==> src/design/mp3s2_pkg.sv <==
`default_nettype none

package mp3s2_pkg;

  localparam int DEF_MAX_WIDTH   = 1024;
  localparam int DEF_MAX_HEIGHT  = 4096;
  localparam int DEF_SAMPLE_BITS = 16;

  localparam int PLANE_WIDTH_W  = 11;
  localparam int PLANE_HEIGHT_W = 13;
  localparam int CFG_IDX_W      = 2;
  localparam int CFG_DATA_W     = 13;

  localparam logic [PLANE_WIDTH_W-1:0]  RST_PLANE_WIDTH  = PLANE_WIDTH_W'(16);
  localparam logic [PLANE_HEIGHT_W-1:0] RST_PLANE_HEIGHT = PLANE_HEIGHT_W'(16);

  localparam int OFIFO_DEPTH = 3;

  typedef enum logic [CFG_IDX_W-1:0] {
    REG_PLANE_WIDTH  = 2'd0,
    REG_PLANE_HEIGHT = 2'd1,
    REG_PAD_ROWS     = 2'd2,
    REG_PAD_COLS     = 2'd3
  } cfg_reg_e;

endpackage

`default_nettype wire

==> src/design/mp3s2_out_fifo.sv <==
`default_nettype none

module mp3s2_out_fifo #(
  parameter int DATA_W = 18
) (
  input  wire logic              clk_i,
  input  wire logic              rst_ni,
  input  wire logic              push_i,
  input  wire logic [DATA_W-1:0] push_data_i,
  input  wire logic              inflight_i,
  output logic                   room_o,
  output logic                   valid_o,
  input  wire logic              ready_i,
  output logic [DATA_W-1:0]      data_o
);

  localparam int DEPTH = mp3s2_pkg::OFIFO_DEPTH;
  localparam int PTR_W = $clog2(DEPTH);
  localparam int CNT_W = $clog2(DEPTH + 1);

  logic [DATA_W-1:0] mem_q [DEPTH];
  logic [PTR_W-1:0]  wr_ptr_q, wr_ptr_d, rd_ptr_q, rd_ptr_d;
  logic [CNT_W-1:0]  cnt_q, cnt_d;
  logic              pop;

  assign pop     = valid_o && ready_i;
  assign valid_o = (cnt_q != '0);
  assign data_o  = mem_q[rd_ptr_q];
  assign room_o  = (32'(cnt_q) + 32'(inflight_i)) < DEPTH;

  always_comb begin
    wr_ptr_d = wr_ptr_q;
    rd_ptr_d = rd_ptr_q;
    cnt_d    = cnt_q;
    if (push_i) begin
      wr_ptr_d = (32'(wr_ptr_q) == DEPTH - 1) ? '0 : wr_ptr_q + PTR_W'(1);
    end
    if (pop) begin
      rd_ptr_d = (32'(rd_ptr_q) == DEPTH - 1) ? '0 : rd_ptr_q + PTR_W'(1);
    end
    if (push_i && !pop) begin
      cnt_d = cnt_q + CNT_W'(1);
    end else if (!push_i && pop) begin
      cnt_d = cnt_q - CNT_W'(1);
    end
  end

  always_ff @(posedge clk_i or negedge rst_ni) begin
    if (!rst_ni) begin
      wr_ptr_q <= '0;
      rd_ptr_q <= '0;
      cnt_q    <= '0;
    end else begin
      wr_ptr_q <= wr_ptr_d;
      rd_ptr_q <= rd_ptr_d;
      cnt_q    <= cnt_d;
    end
  end

  always_ff @(posedge clk_i) begin
    if (push_i) begin
      mem_q[wr_ptr_q] <= push_data_i;
    end
  end

  a_no_overflow : assert property (@(posedge clk_i) disable iff (!rst_ni)
    push_i |-> (32'(cnt_q) != DEPTH || pop))
    else $error("output buffer overflow");

  a_count_bound : assert property (@(posedge clk_i) disable iff (!rst_ni)
    32'(cnt_q) <= DEPTH)
    else $error("output buffer count out of range");

  a_hold_when_stalled : assert property (@(posedge clk_i) disable iff (!rst_ni)
    valid_o && !ready_i |=> valid_o && $stable(data_o))
    else $error("output request changed while stalled");

endmodule

`default_nettype wire

==> config.mk <==
export PLATFORM = sky130hd
export DESIGN_NAME = mp3s2_out_fifo
export DESIGN_NICKNAME = d
export VERILOG_FILES = /design/src/design/mp3s2_pkg.sv /design/src/design/mp3s2_out_fifo.sv
export SDC_FILE = /design/constraint.sdc
export NUM_CORES = 1
export LEC_CHECK = 0
export ABC_AREA = 1
export BUFFER_PORTS_ARGS = -buffer_cell sky130_fd_sc_hd__buf_2
export CORE_MARGIN = 3
export CORE_UTILIZATION = 45
export CTS_CLUSTER_SIZE = 25
export DETAILED_ROUTE_END_ITERATION = 8
export HOLD_SLACK_MARGIN = 0.03
export PLACE_DENSITY = 0.66
export SETUP_SLACK_MARGIN = 0.2
export SLEW_MARGIN = 15
export SYNTH_ARGS = -nofsm -noshare
export SYNTH_HDL_FRONTEND = slang
export SYNTH_SLANG_ARGS = --single-unit
==> constraint.sdc <==
create_clock -name clk_i -period 5.75 [get_ports clk_i]
set_clock_uncertainty 0.2 [all_clocks]
set_input_delay 0.8625 -clock clk_i [delete_from_list [all_inputs] [get_ports clk_i]]
set_output_delay 0.8625 -clock clk_i [all_outputs]
set_load 0.01 [all_outputs]
==> metrics <==
Synthesis Warnings=0; Slew HR=around a third; hold crit path type=input port to asynchronous set/reset pin; vias after detailed routing=1389; Hold Fails Final Rpt=0; crit path time final=3.02 ns; Synth area leader=edfxtp_1; crit path DAT=1.95 ns; clk root buf=clkbuf_8; syn avg cell area=between 10 and 15 um^2; dpl hpwl=2410 um; Post-Synthesis Cell Area=0.00230 mm^2; layout cells sized above 1=26.5%; synthesis-stage register bit count=60; share of the synthesized area in the top cell type=a little over 70%; nets=247; leakage=between 1 and 1.5 nW; synth unique cells=16; largest net degree at the start of global routing=22; RSZ-0062 raised after global routing=false; max-slew violation count=0; PortBufs=42; critical path's largest stage delay=0.69 ns; Worst path slowest cell=dfrtp_1; DR pass1 iterations=4; DP Area=0.00256 mm^2; sequential area share after synthesis=76.9%; chip width=77.6 um; gpl congestion=0.713; Layout fillers=395; H-tree depth=3; Area contributors post-synth=edfxtp_1, nand2_1, dfrtp_1, nand3_1, ha_1; clk buf depth=2; clk sinks=60; Syn Nets=198; post-route ant nets=0; Post-CTS Setup Inserts=0; Area Growth Syn to Fin=20.0%; required time worst endpoint=4.69 ns; Num CTS Buffers=9; Synth Instances=172; VDD IR max=0.224 mV; Crit Path Max Fanout=21; Fmax=332 MHz; post-route cell area=0.00277 mm^2; Ports=between 40 and 50; final setup violation count=0; vias in the first global route=1319; setup TNS=0 ns; outcome=completed; Die ar.=~0.006 mm^2; initial detailed-routing violation count=between 60 and 70; GRT Resource Usage Total=14.5%; Initial Util=between 40% and 50%; element type at the critical path end=primary output; first-pass GRT wire length=6380 um; post-cts resize count=0; core box area=0.00485 mm^2; crit path launch type=register; CTS tree=built; Slew @ Worst Pin=1.01 ns; Worst-path clk slew=0.07 ns; Detailed Route WL=3940 um; cell area power density=521 mW/mm^2; WS Path Type=register to primary output; drt drc=0; vias per inst=4.74; crit-path cells=nor2_4, nand2_1, nand3_1, buf_2; DIE HEIGHT=77.6 um; Final Cycle Share=52.5%; clock latency on the worst-skew pair=between 0.3 and 0.4 ns; Site Rows=25; Avg WL per Cell=about 13 um; Diodes inserted=0; max cap viols=0; hold buffers post-CTS=0; remaining global-route overflow=0; initial antenna violation count=0
==> metrics by stage <==
step                      std cells  util, %  total power, W  hold WS (ns)  worst slack (ns)
final                           293     57.0         0.00144         0.146              2.73
after global routing            293     57.0         0.00154         0.145              2.55
after CTS                       293     57.0         0.00146         0.145              2.65
after detailed placement        277     52.8         0.00107         0.297              3.00
after global placement          277     52.8         0.00106         0.301              3.02
after floorplan                 172        -        0.000915         0.268              3.16
==> per-layer routing <==
metal | track usage (%) | vias to the layer above | part of all wire [%]
met3 | 4.87 | 11 | 5.6
li1 | - | 696 | -
met5 | 0 | - | 0
met1 | 18.4 | 647 | 47
met4 | 9.07 | 0 | 2.7
met2 | 21.2 | 35 | 45
==> worst max-delay path, delay by kind of cell, from the launching register on <==
family                 cells  cell delay (ns)
buffers and inverters      1             0.14
flip-flops                 1             0.69
AND/OR/NAND/NOR            3             0.79
==> synthesized netlist by cell type, drive strengths merged <==
cell type	instances
inv	9
ha	3
a21oi	1
edfxtp	54
nand3	23
dfrtp	6
nand2	65
xnor2	1
nand4	1
o21ai	2
buf	4
nor2	3
==> layout make-up <==
class | count | area [um^2] | area share, %
Tap cell | 67 | 83.8 | 3.03
Clock inverter | 7 | 81.3 | 2.94
Inverter | 9 | 33.8 | 1.22
Timing Repair Buffer | 42 | 210 | 7.60
Sequential cell | 60 | 1770 | 64.1
Clock buffer | 9 | 124 | 4.48
Multi-Input combinational cell | 99 | 460 | 16.7
==> sequential cells by signal, summed over array words and instances, names as in the netlist <==
register,cells
cnt_q,2
mem_q,54
rd_ptr_q,2
wr_ptr_q,2
==> report_power, final <==
group / leakage, nW / internal [W] / switching [W] / total (W)
clock: 0.105 / 0.000238 / 0.000153 / 0.000391
sequential: 0.572 / 0.000566 / 0.0000526 / 0.000619
combinational: 0.455 / 0.000156 / 0.000276 / 0.000432
==> cells in the final DEF, fill, tap and decap left out, types with 2 or more instances in the layout <==
| cell | synthesis | layout |
|---|---|---|
| nor2_4 | 2 | 2 |
| dfrtp_1 | 6 | 6 |
| edfxtp_1 | 54 | 54 |
| nand2_1 | 65 | 65 |
| bufinv_16 | 0 | 2 |
| nand3_1 | 22 | 22 |
| clkinv_2 | 0 | 2 |
| o21ai_0 | 2 | 2 |
| ha_1 | 3 | 3 |
| clkbuf_8 | 0 | 9 |
| clkinv_1 | 0 | 3 |
| buf_2 | 0 | 42 |
| inv_1 | 8 | 8 |
==> logic make-up (layout without fill, tap and decap cells) <==
group | count (synthesis) | after routing | share of synthesized area (%)
AOI/OAI and AO/OA | 3 | 3 | 0.651
xor gates and xnor gates | 1 | 1 | 0.380
and+or+nand+nor | 92 | 92 | 17.2
adders and majority gates | 3 | 3 | 1.63
DFF | 60 | 60 | 76.9
buffers and inverters | 13 | 67 | 3.26
==> final timing paths <==
kind	cells past startpoint	slack (ns)	endpoint	from
min in group clk_i	2	0.31	cnt_q[1]	cnt_q[1]
worst min-delay path	1	0.15	wr_ptr_q[1]	rst_ni
max in group asynchronous	1	5.05	cnt_q[0]	rst_ni
worst min register to register	2	0.31	cnt_q[1]	cnt_q[1]
worst max-delay path	4	2.73	data_o[6]	rd_ptr_q[1]
worst max register to register	3	3.87	mem_q[2][4]	wr_ptr_q[0]
No activity file was read; power rests on OpenSTA's default activity.
